[config.mk]
export PLATFORM = sky130hd
export DESIGN_NAME = adc_dp
export DESIGN_NICKNAME = d
export VERILOG_FILES = /design/src/rtl/adc_pkg.sv /design/src/rtl/adc_ram.sv /design/src/rtl/adc_dp.sv
export VERILOG_INCLUDE_DIRS = /design/src /design/src/rtl
export SDC_FILE = /design/constraint.sdc
export NUM_CORES = 2
export LEC_CHECK = 0
export BUFFER_PORTS_ARGS = -buffer_cell sky130_fd_sc_hd__buf_2
export CORE_MARGIN = 10
export CORE_UTILIZATION = 65
export CTS_BUF_LIST = sky130_fd_sc_hd__clkbuf_8
export CTS_CLUSTER_SIZE = 24
export DETAILED_ROUTE_END_ITERATION = 8
export GPL_ROUTABILITY_DRIVEN = 0
export HOLD_SLACK_MARGIN = 0.12
export PLACE_DENSITY = 0.82
export SYNTH_ARGS = -nofsm -noshare
export SYNTH_HDL_FRONTEND = slang
export SYNTH_SLANG_ARGS = --single-unit
[constraint.sdc]
create_clock -name clk -period 14 [get_ports clk]
set_input_delay 0.7 -clock clk [delete_from_list [all_inputs] [get_ports clk]]
set_output_delay 0.7 -clock clk [all_outputs]
set_load 0.02 [all_outputs]
[src/rtl/antialiased_disc_coverage_defines.svh]
// ----------------------------------------------------------------------------
// antialiased_disc_coverage_defines.svh
// Assertion macros shared by the disc coverage RTL.
// ----------------------------------------------------------------------------
`ifndef ANTIALIASED_DISC_COVERAGE_DEFINES_SVH
`define ANTIALIASED_DISC_COVERAGE_DEFINES_SVH

// Consequent holds in the same cycle as the antecedent.
`define ADC_ASSERT_SAME(name, ante, cons, msg) \
	name: assert property (@(posedge clk) disable iff (!arst_n) (ante) |-> (cons)) \
	else $error(msg);

// Consequent holds in the cycle after the antecedent.
`define ADC_ASSERT_NEXT(name, ante, cons, msg) \
	name: assert property (@(posedge clk) disable iff (!arst_n) (ante) |=> (cons)) \
	else $error(msg);

`endif

[src/rtl/adc_pkg.sv]
// ----------------------------------------------------------------------------
// adc_pkg
// Types, constants and controller codes of the disc coverage block.
// ----------------------------------------------------------------------------
package adc_pkg;

	localparam int MAX_RADIUS16 = 48;
	localparam int SUBSAMPLES   = 16;
	localparam int STORE_DEPTH  = 128;
	localparam int STORE_AW     = 7;
	localparam int HW_W         = 6;
	localparam int CFG_W        = 13;
	localparam logic [CFG_W-1:0] CANVAS_MAX = 13'd4096;

	typedef logic [0:0] cfg_idx_t;
	localparam cfg_idx_t CFG_CANVAS_WIDTH  = 1'b0;
	localparam cfg_idx_t CFG_CANVAS_HEIGHT = 1'b1;

	typedef struct packed {
		logic [15:0] center_x16;
		logic [15:0] center_y16;
		logic [5:0]  radius16;
	} dot_t;

	typedef struct packed {
		logic [11:0] pixel_x;
		logic [11:0] pixel_y;
		logic [8:0]  coverage;
		logic        last;
	} pix_t;

	typedef enum logic [3:0] {
		S_IDLE,
		S_BOX1,
		S_BOX2,
		S_CHECK,
		S_RB_PREP,
		S_RB_SQRT,
		S_RB_WRITE,
		S_FETCH,
		S_CALC,
		S_SUM
	} state_t;

	typedef struct packed {
		logic load;
		logic rb_start;
		logic rb_prep;
		logic rb_step;
		logic rb_write;
		logic rb_done;
		logic row_first;
		logic row_next;
		logic fetch;
		logic calc;
		logic emit;
		logic next_col;
	} cmd_t;

	typedef struct packed {
		logic need_rebuild;
		logic empty;
		logic idx_last;
		logic sqrt_last;
		logic fetch_last;
		logic col_last;
		logic row_last;
		logic out_free;
	} sts_t;

endpackage

[src/rtl/adc_ram.sv]
// ----------------------------------------------------------------------------
// adc_ram
// Generic single-write, single-read RAM with registered read data.
// ----------------------------------------------------------------------------
module adc_ram #(
	parameter int W = 6,
	parameter int D = 128
) (
	input  logic                 clk,
	input  logic                 we,
	input  logic [$clog2(D)-1:0] waddr,
	input  logic [W-1:0]         wdata,
	input  logic [$clog2(D)-1:0] raddr,
	output logic [W-1:0]         rdata
);

	logic [W-1:0] mem_q [D];

	always_ff @(posedge clk) begin
		if (we) begin
			mem_q[waddr] <= wdata;
		end
		rdata <= mem_q[raddr];
	end

endmodule

[src/rtl/adc_dp.sv]
// ----------------------------------------------------------------------------
// adc_dp
// Datapath: canvas registers, box clipping, half-width store and its root
// unit, sub-row lanes, coverage adder and output register.
// ----------------------------------------------------------------------------
`include "antialiased_disc_coverage_defines.svh"

module adc_dp import adc_pkg::*; (
	input  logic             clk,
	input  logic             arst_n,
	input  cmd_t             cmd,
	output sts_t             sts,
	input  dot_t             dot_data,
	input  logic             cfg_we,
	input  cfg_idx_t         cfg_idx,
	input  logic [CFG_W-1:0] cfg_data,
	output logic             pix_valid,
	output pix_t             pix_data,
	input  logic             pix_ready
);

	// one sub-row contribution: left of, in, or right of the centre column
	function automatic logic [4:0] lane_cov(logic [HW_W-1:0] a, logic signed [9:0] x,
			logic is_left, logic is_mid);
		logic signed [9:0] a10;
		logic signed [9:0] sp;
		logic signed [9:0] sm;
		logic signed [9:0] v;
		logic signed [9:0] hi;
		a10 = $signed({4'b0, a});
		sp  = 10'sd16 + a10 + x;
		sm  = a10 - x;
		hi  = 10'sd16;
		if (is_left) begin
			v = sp;
		end else if (is_mid && (x + a10 < 10'sd0)) begin
			v  = sp;
			hi = a10 + a10;
		end else begin
			v = sm;
		end
		if (v < 10'sd0) begin
			v = 10'sd0;
		end
		if (v > hi) begin
			v = hi;
		end
		return v[4:0];
	endfunction

	// configuration
	logic [CFG_W-1:0] width_q, height_q;

	always_ff @(posedge clk or negedge arst_n) begin
		if (!arst_n) begin
			width_q  <= CANVAS_MAX;
			height_q <= CANVAS_MAX;
		end else if (cfg_we) begin
			if (cfg_idx == CFG_CANVAS_WIDTH) begin
				width_q <= cfg_data;
			end else begin
				height_q <= cfg_data;
			end
		end
	end

	// latched dot, radius saturated
	logic [15:0]     cx_q, cy_q;
	logic [HW_W-1:0] r_q;

	always_ff @(posedge clk) begin
		if (cmd.load) begin
			cx_q <= dot_data.center_x16;
			cy_q <= dot_data.center_y16;
			r_q  <= (dot_data.radius16 > HW_W'(MAX_RADIUS16)) ? HW_W'(MAX_RADIUS16)
				: dot_data.radius16;
		end
	end

	// box, first stage: clip bounds
	logic [CFG_W-1:0] wclip, hclip, maxx_raw, maxy_raw, maxx_c, maxy_c;
	logic [15:0]      dx, dy, xneg_full;
	logic [16:0]      sx, sy;
	logic [11:0]      minx_c, miny_c;

	always_comb begin
		wclip    = (width_q > CANVAS_MAX) ? CANVAS_MAX : width_q;
		hclip    = (height_q > CANVAS_MAX) ? CANVAS_MAX : height_q;
		dx       = cx_q - {10'd0, r_q};
		dy       = cy_q - {10'd0, r_q};
		minx_c   = (cx_q < {10'd0, r_q}) ? 12'd0 : dx[15:4];
		miny_c   = (cy_q < {10'd0, r_q}) ? 12'd0 : dy[15:4];
		sx       = {1'b0, cx_q} + {11'd0, r_q} + 17'd15;
		sy       = {1'b0, cy_q} + {11'd0, r_q} + 17'd15;
		maxx_raw = sx[16:4];
		maxy_raw = sy[16:4];
		maxx_c   = (maxx_raw > wclip - 13'd1) ? wclip - 13'd1 : maxx_raw;
		maxy_c   = (maxy_raw > hclip - 13'd1) ? hclip - 13'd1 : maxy_raw;
		xneg_full = cx_q - {minx_c, 4'b0};
	end

	logic [11:0]      minx_s1, miny_s1;
	logic [CFG_W-1:0] maxx_s1, maxy_s1;
	logic [5:0]       xneg_s1;
	logic             zero_s1;

	always_ff @(posedge clk) begin
		minx_s1 <= minx_c;
		miny_s1 <= miny_c;
		maxx_s1 <= maxx_c;
		maxy_s1 <= maxy_c;
		xneg_s1 <= xneg_full[5:0];
		zero_s1 <= (width_q == '0) || (height_q == '0);
	end

	// box, second stage: counts, centre column, first store row
	logic [CFG_W-1:0]    cdiff, rdiff;
	logic [3:0]          ncm1, mid_raw;
	logic [6:0]          mid_sum;
	logic [3:0]          ncols_s2, nrows_s2, midoff_s2;
	logic                empty_s2;
	logic [STORE_AW-1:0] base0_s2;

	always_comb begin
		cdiff   = maxx_s1 - {1'b0, minx_s1};
		rdiff   = maxy_s1 - {1'b0, miny_s1};
		ncm1    = cdiff[3:0] - 4'd1;
		mid_sum = 7'd15 + {1'b0, xneg_s1};
		mid_raw = {1'b0, mid_sum[6:4]};
	end

	always_ff @(posedge clk) begin
		empty_s2  <= zero_s1 || ({1'b0, minx_s1} >= maxx_s1) || ({1'b0, miny_s1} >= maxy_s1);
		ncols_s2  <= cdiff[3:0];
		nrows_s2  <= rdiff[3:0];
		midoff_s2 <= (mid_raw > ncm1) ? ncm1 : mid_raw;
		base0_s2  <= {miny_s1[2:0], 4'b0} - cy_q[STORE_AW-1:0] + 7'd16 + {1'b0, r_q};
	end

	// held radius and store validity
	logic [HW_W-1:0] held_q;
	logic            tv_q;

	always_ff @(posedge clk or negedge arst_n) begin
		if (!arst_n) begin
			held_q <= '0;
			tv_q   <= 1'b0;
		end else if (cmd.rb_done) begin
			held_q <= r_q;
			tv_q   <= 1'b1;
		end
	end

	// rebuild: one entry per pass, restoring root one bit a cycle
	logic [STORE_AW-1:0] idx_q;
	logic [11:0]         n_q;
	logic [HW_W-1:0]     root_q;
	logic [2:0]          bit_q;
	logic signed [8:0]   yr;
	logic [7:0]          yabs;
	logic [15:0]         ysq;
	logic [11:0]         rsq;
	logic [HW_W-1:0]     trial;
	logic [11:0]         trial_sq;

	always_comb begin
		yr       = $signed({2'b0, idx_q}) - $signed({3'b0, r_q} + 9'd16);
		yabs     = yr[8] ? 8'(-yr) : yr[7:0];
		ysq      = yabs * yabs;
		rsq      = r_q * r_q;
		trial    = root_q | (HW_W'(1) << bit_q);
		trial_sq = trial * trial;
	end

	always_ff @(posedge clk) begin
		if (cmd.rb_start) begin
			idx_q <= '0;
		end else if (cmd.rb_write) begin
			idx_q <= idx_q + 1'b1;
		end
		if (cmd.rb_prep) begin
			n_q    <= (ysq > {4'b0, rsq}) ? 12'd0 : rsq - ysq[11:0];
			root_q <= '0;
			bit_q  <= 3'(HW_W - 1);
		end else if (cmd.rb_step) begin
			if (trial_sq <= n_q) begin
				root_q <= trial;
			end
			bit_q <= bit_q - 3'd1;
		end
	end

	// store
	logic [3:0]          row_q, col_q;
	logic [4:0]          k_q;
	logic [STORE_AW-1:0] base_q, raddr;
	logic [HW_W-1:0]     rdata;

	assign raddr = base_q + {3'b0, k_q[3:0]};

	adc_ram #(
		.W (HW_W),
		.D (STORE_DEPTH)
	) u_store (
		.clk   (clk),
		.we    (cmd.rb_write),
		.waddr (idx_q),
		.wdata (root_q),
		.raddr (raddr),
		.rdata (rdata)
	);

	// row fetch into the sub-row lanes
	logic [HW_W-1:0] a_q [SUBSAMPLES];

	always_ff @(posedge clk) begin
		if (cmd.row_first) begin
			row_q  <= '0;
			base_q <= base0_s2;
		end else if (cmd.row_next) begin
			row_q  <= row_q + 4'd1;
			base_q <= base_q + 7'(SUBSAMPLES);
		end
		if (cmd.row_first || cmd.row_next) begin
			k_q   <= '0;
			col_q <= '0;
		end else begin
			if (cmd.fetch) begin
				k_q <= k_q + 5'd1;
				if (k_q != 5'd0) begin
					a_q[4'(k_q - 5'd1)] <= rdata;
				end
			end
			if (cmd.next_col) begin
				col_q <= col_q + 4'd1;
			end
		end
	end

	// lanes: one sub-row each
	logic signed [9:0] xpos;
	logic [4:0]        c_d [SUBSAMPLES];
	logic [4:0]        c_q [SUBSAMPLES];

	always_comb begin
		xpos = $signed({2'b0, col_q, 4'b0}) - $signed({4'b0, xneg_s1});
		for (int i = 0; i < SUBSAMPLES; i++) begin
			c_d[i] = lane_cov(a_q[i], xpos, col_q < midoff_s2, col_q == midoff_s2);
		end
	end

	always_ff @(posedge clk) begin
		if (cmd.calc) begin
			for (int i = 0; i < SUBSAMPLES; i++) begin
				c_q[i] <= c_d[i];
			end
		end
	end

	// coverage sum and output register
	logic [8:0] cov_sum;
	logic       col_last, row_last;

	always_comb begin
		cov_sum = '0;
		for (int i = 0; i < SUBSAMPLES; i++) begin
			cov_sum = cov_sum + {4'b0, c_q[i]};
		end
	end

	assign col_last = (col_q == ncols_s2 - 4'd1);
	assign row_last = (row_q == nrows_s2 - 4'd1);

	always_ff @(posedge clk or negedge arst_n) begin
		if (!arst_n) begin
			pix_valid <= 1'b0;
		end else if (cmd.emit) begin
			pix_valid <= 1'b1;
		end else if (pix_ready) begin
			pix_valid <= 1'b0;
		end
	end

	always_ff @(posedge clk) begin
		if (cmd.emit) begin
			pix_data.pixel_x  <= minx_s1 + {8'b0, col_q};
			pix_data.pixel_y  <= miny_s1 + {8'b0, row_q};
			pix_data.coverage <= cov_sum;
			pix_data.last     <= col_last && row_last;
		end
	end

	always_comb begin
		sts.need_rebuild = !tv_q || (held_q != r_q);
		sts.empty        = empty_s2;
		sts.idx_last     = (idx_q == STORE_AW'(STORE_DEPTH - 1));
		sts.sqrt_last    = (bit_q == 3'd0);
		sts.fetch_last   = (k_q == 5'(SUBSAMPLES));
		sts.col_last     = col_last;
		sts.row_last     = row_last;
		sts.out_free     = !pix_valid || pix_ready;
	end

	`ADC_ASSERT_NEXT(a_emit_valid, cmd.emit, pix_valid, "emitted beat not presented")
	`ADC_ASSERT_SAME(a_emit_free, cmd.emit, !pix_valid || pix_ready, "output overwritten")
	`ADC_ASSERT_SAME(a_store_valid, $rose(tv_q), $past(cmd.rb_done), "store marked without rebuild")

endmodule

==> metrics.md <==
| Metric | Value |
|---|---|
| Status | finished, final reports clean |
| Worst-skew pair later-pin latency | 0.92 ns |
| FF/Latch Area | 34200 µm² |
| Initial Util | 0.657 |
| First-pass GRT wire length | 273000 µm |
| Post-Syn Area | between 60000 and 70000 µm² |
| DRC | 0 |
| Max frequency | 0.112 GHz |
| GRT Total Usage | 0.293 |
| Register-to-register setup slack | 5.06 ns |
| First-pass DRT Iterations | 6 |
| Layout area overhead | 9.34% |
| DRT Wirelength | 177000 µm |
| Final setup TNS | 0 ns |
| Bufs and invs on worst path | 9 |
| Fillers | 6717 |
| Multi-input gate area | ~33000 µm² |
| Tmin final | 8.94 ns |
| Critical path depth | 36 |
| Final setup fails | 0 |
| Ys async rst share | 0.0288 |
| Input/output buffers | 110 |
| Overflow after GRT | 0 |
| Root Driver | clkbuf_8 |
| WL/cell | 24.1 µm |
| RSZ-0062 raised after global routing | false |
| Yosys warning total | 0 |
| Average size of a mapped cell | 12.5 µm² |
| Initial antenna violation count | 5 |
| HPWL after DPL | 119000 µm |
| Vias in the first global route | 46.9k |
| Yosys top cell by area | edfxtp_1 |
| Htree depth | 4 |
| Main area contributors after synthesis | edfxtp_1, ha_1, mux4_2, fa_1, dfxtp_1 |
| CP endpoint kind | register |
| Largest net degree at the start of global routing | 150 |
| Max Slew Vio Count | 0 |
| Layout cells sized above 1 | 0.136 |
| Hold Slack | 0.193 ns |
| CTS Buffer Depth | 3 |
| Critical path class | reg -> reg |
| CP top delay family | adder cells |
| Die Area | 120000 µm² |
| R2R cell count | 36 |
| Post-synthesis cell type count | 105 |
| Slew @ Worst Pin | 1.38 ns |
| Crit path arrival time | 9.68 ns |
| Site Rows | 119 |
| Net count, final | 6622 |
| Number of synthesized flops with an enable pin | around 1.0k |
| Worst VDD drop | 0.00158 V |
| Power Dens Cells | between 200 and 300 nW/µm² |
| Part of the cycle the worst path needs | 0.639 |
| DIE WIDTH | around 350 µm |
| # resized after CTS | 0 |
| CTS tree | yes |
| HP Class | in -> reg |
| CTS Buf Count | roughly 190 |
| Clock slew at reported path FFs | 0.08 ns |
| Post-layout util | 0.718 |
| I/O Pins | 111 |
| Routed vias | between 40k and 50k |
| Top FF cell, synth | edfxtp_1 |
| Seq/Total Area, Yosys | 0.492 |
| Fin Clk Skew | 0.0504 ns |
| Initial DRC Count | 4293 |
| Fin. Hold Viols | 0 |
| CP peak stage delay | between 0.9 and 1 ns |
| Top-area cell type share of the netlist area | 0.447 |
| Startpoint class of the critical path | register |
| Mapped Cells | 5536 |
| Leak | 30.3 nW |
| Max-cap violations | 0 |
| Final ANT Viol Nets | 0 |
| CTS hold repair buffers | 59 |
| Worst path required time | 14.74 ns |
| Slew margin rel. | 0.0661 |
| Synth Register Bits | roughly 1.2k |
| Core box area | 106000 µm² |
| Post-CTS setup buffer count | 0 |
| Pre-CTS setup slack | 5.22 ns |
| Vias/cell | 6.34 |
| Crit Path Max Fanout | 13 |
| Worst path slowest cell | a211oi_1 |
| Clk sinks | 1181 |
| Setup ws final | 5.06 ns |
| Most used cell, CP | inv_1 |
| Hold depth | 2 |
| Die Ht | between 300 and 400 µm |
-- layout by cell type, fill, tap and decap left out, types with 27 or more instances in the layout --
cell              n
dfrtp_1          32
nor2_1          472
nand2b_1         62
nand3_1          64
xnor2_1         215
and2_1           33
o21bai_1         87
dlygate4sd3_1    59
mux4_2          247
fa_1            148
edfxtp_1       1035
dfxtp_1         105
o21a_1           35
buf_4            55
clkbuf_8        195
xor2_1           63
a31oi_1          30
nor2b_1          80
o21ai_0         143
nor3_1           89
buf_2           109
nand4_1          27
clkinv_1         29
ha_1            613
mux2_2           57
a21oi_1         257
inv_1           590
mux2i_1         132
nand2_1         318
a21o_1           88
-- metrics by stage --
stage          total power [mW]  area [µm²]  instances
3_3_place_gp               16.6       71700       6933
3_5_place_dp               17.2       71700       6933
6_report                   20.4       76000       7334
2_1_floorplan              14.4       69500       5544
5_1_grt                    22.3       76000       7334
4_1_cts                    20.4       75900       7331
-- cell families after synthesis --
| kind of cell | count (synthesis) | share of synthesized area |
|---|---|---|
| flops | 1181 | 0.492 |
| mux | 439 | 0.109 |
| other cells | 2 | 0.000108 |
| xor+xnor | 288 | 0.0367 |
| fa+ha+maj | 764 | 0.154 |
| compound gates | 885 | 0.0846 |
| buf+inv | 694 | 0.0381 |
| simple gates | 1283 | 0.0859 |
-- cells in the mapped netlist (all sizes together), types with 25 or more instances --
master  count
edfxtp   1035
ha        615
inv       527
nor2      472
nand2     318
a21oi     264
mux4      247
xnor2     223
o21ai     168
fa        149
mux2i     132
clkbuf    120
dfxtp     112
nor3       90
a21o       88
o21bai     87
nor2b      80
nand3      65
xor2       65
nand2b     62
mux2       60
buf        47
o21a       36
and2       34
dfrtp      32
a31oi      30
nand4      27
a211oi     26
and3       25
-- layout make-up --
| class | instances | area share |
|---|---|---|
| clock inverter | 144 | 0.0131 |
| multi-input combinational | 3669 | 0.432 |
| tap | 1391 | 0.0229 |
| inverter | 527 | 0.0261 |
| sequential | 1181 | 0.450 |
| timing repair buffer | 224 | 0.0207 |
| antenna | 3 | 0.0000988 |
| clock buffer | 195 | 0.0353 |
-- worst paths after layout --
check / from / end
min in group asynchronous: arst_n / held_q[3]
worst max-delay path: r_q[0] / n_q[3]
max in group asynchronous: arst_n / width_q[0]
worst min register to register: tv_q / tv_q
worst min-delay path: cmd[5] / row_q[1]
worst max register to register: r_q[0] / n_q[3]
-- layer usage --
layer  GRT usage  wire (µm)  part of all wire  vias to the layer above
met5           0         23           0.00013                        -
met4       0.145       9260             0.052                        2
met3      0.0518      15300             0.086                      576
met2       0.495      86700              0.49                     2464
met1       0.363      65300              0.37                    22727
li1            -          -                 -                    20726
-- flip-flops by register name, indices dropped and copies added (netlist names), 16 cells and up --
signal,cells
u_store.mem_q,768
a_q,96
c_q,80
pix_data,34
cx_q,16
cy_q,16
-- power breakdown --
part | leakage, nW | total (mW) | switching, mW | internal, mW
Sequential | 10.9 | 4.79 | 0.192 | 4.60
Clock | 2.12 | 2.93 | 1.45 | 1.48
Combinational | 17.3 | 12.7 | 7.16 | 5.52
No activity file was read; power rests on OpenSTA's default activity.
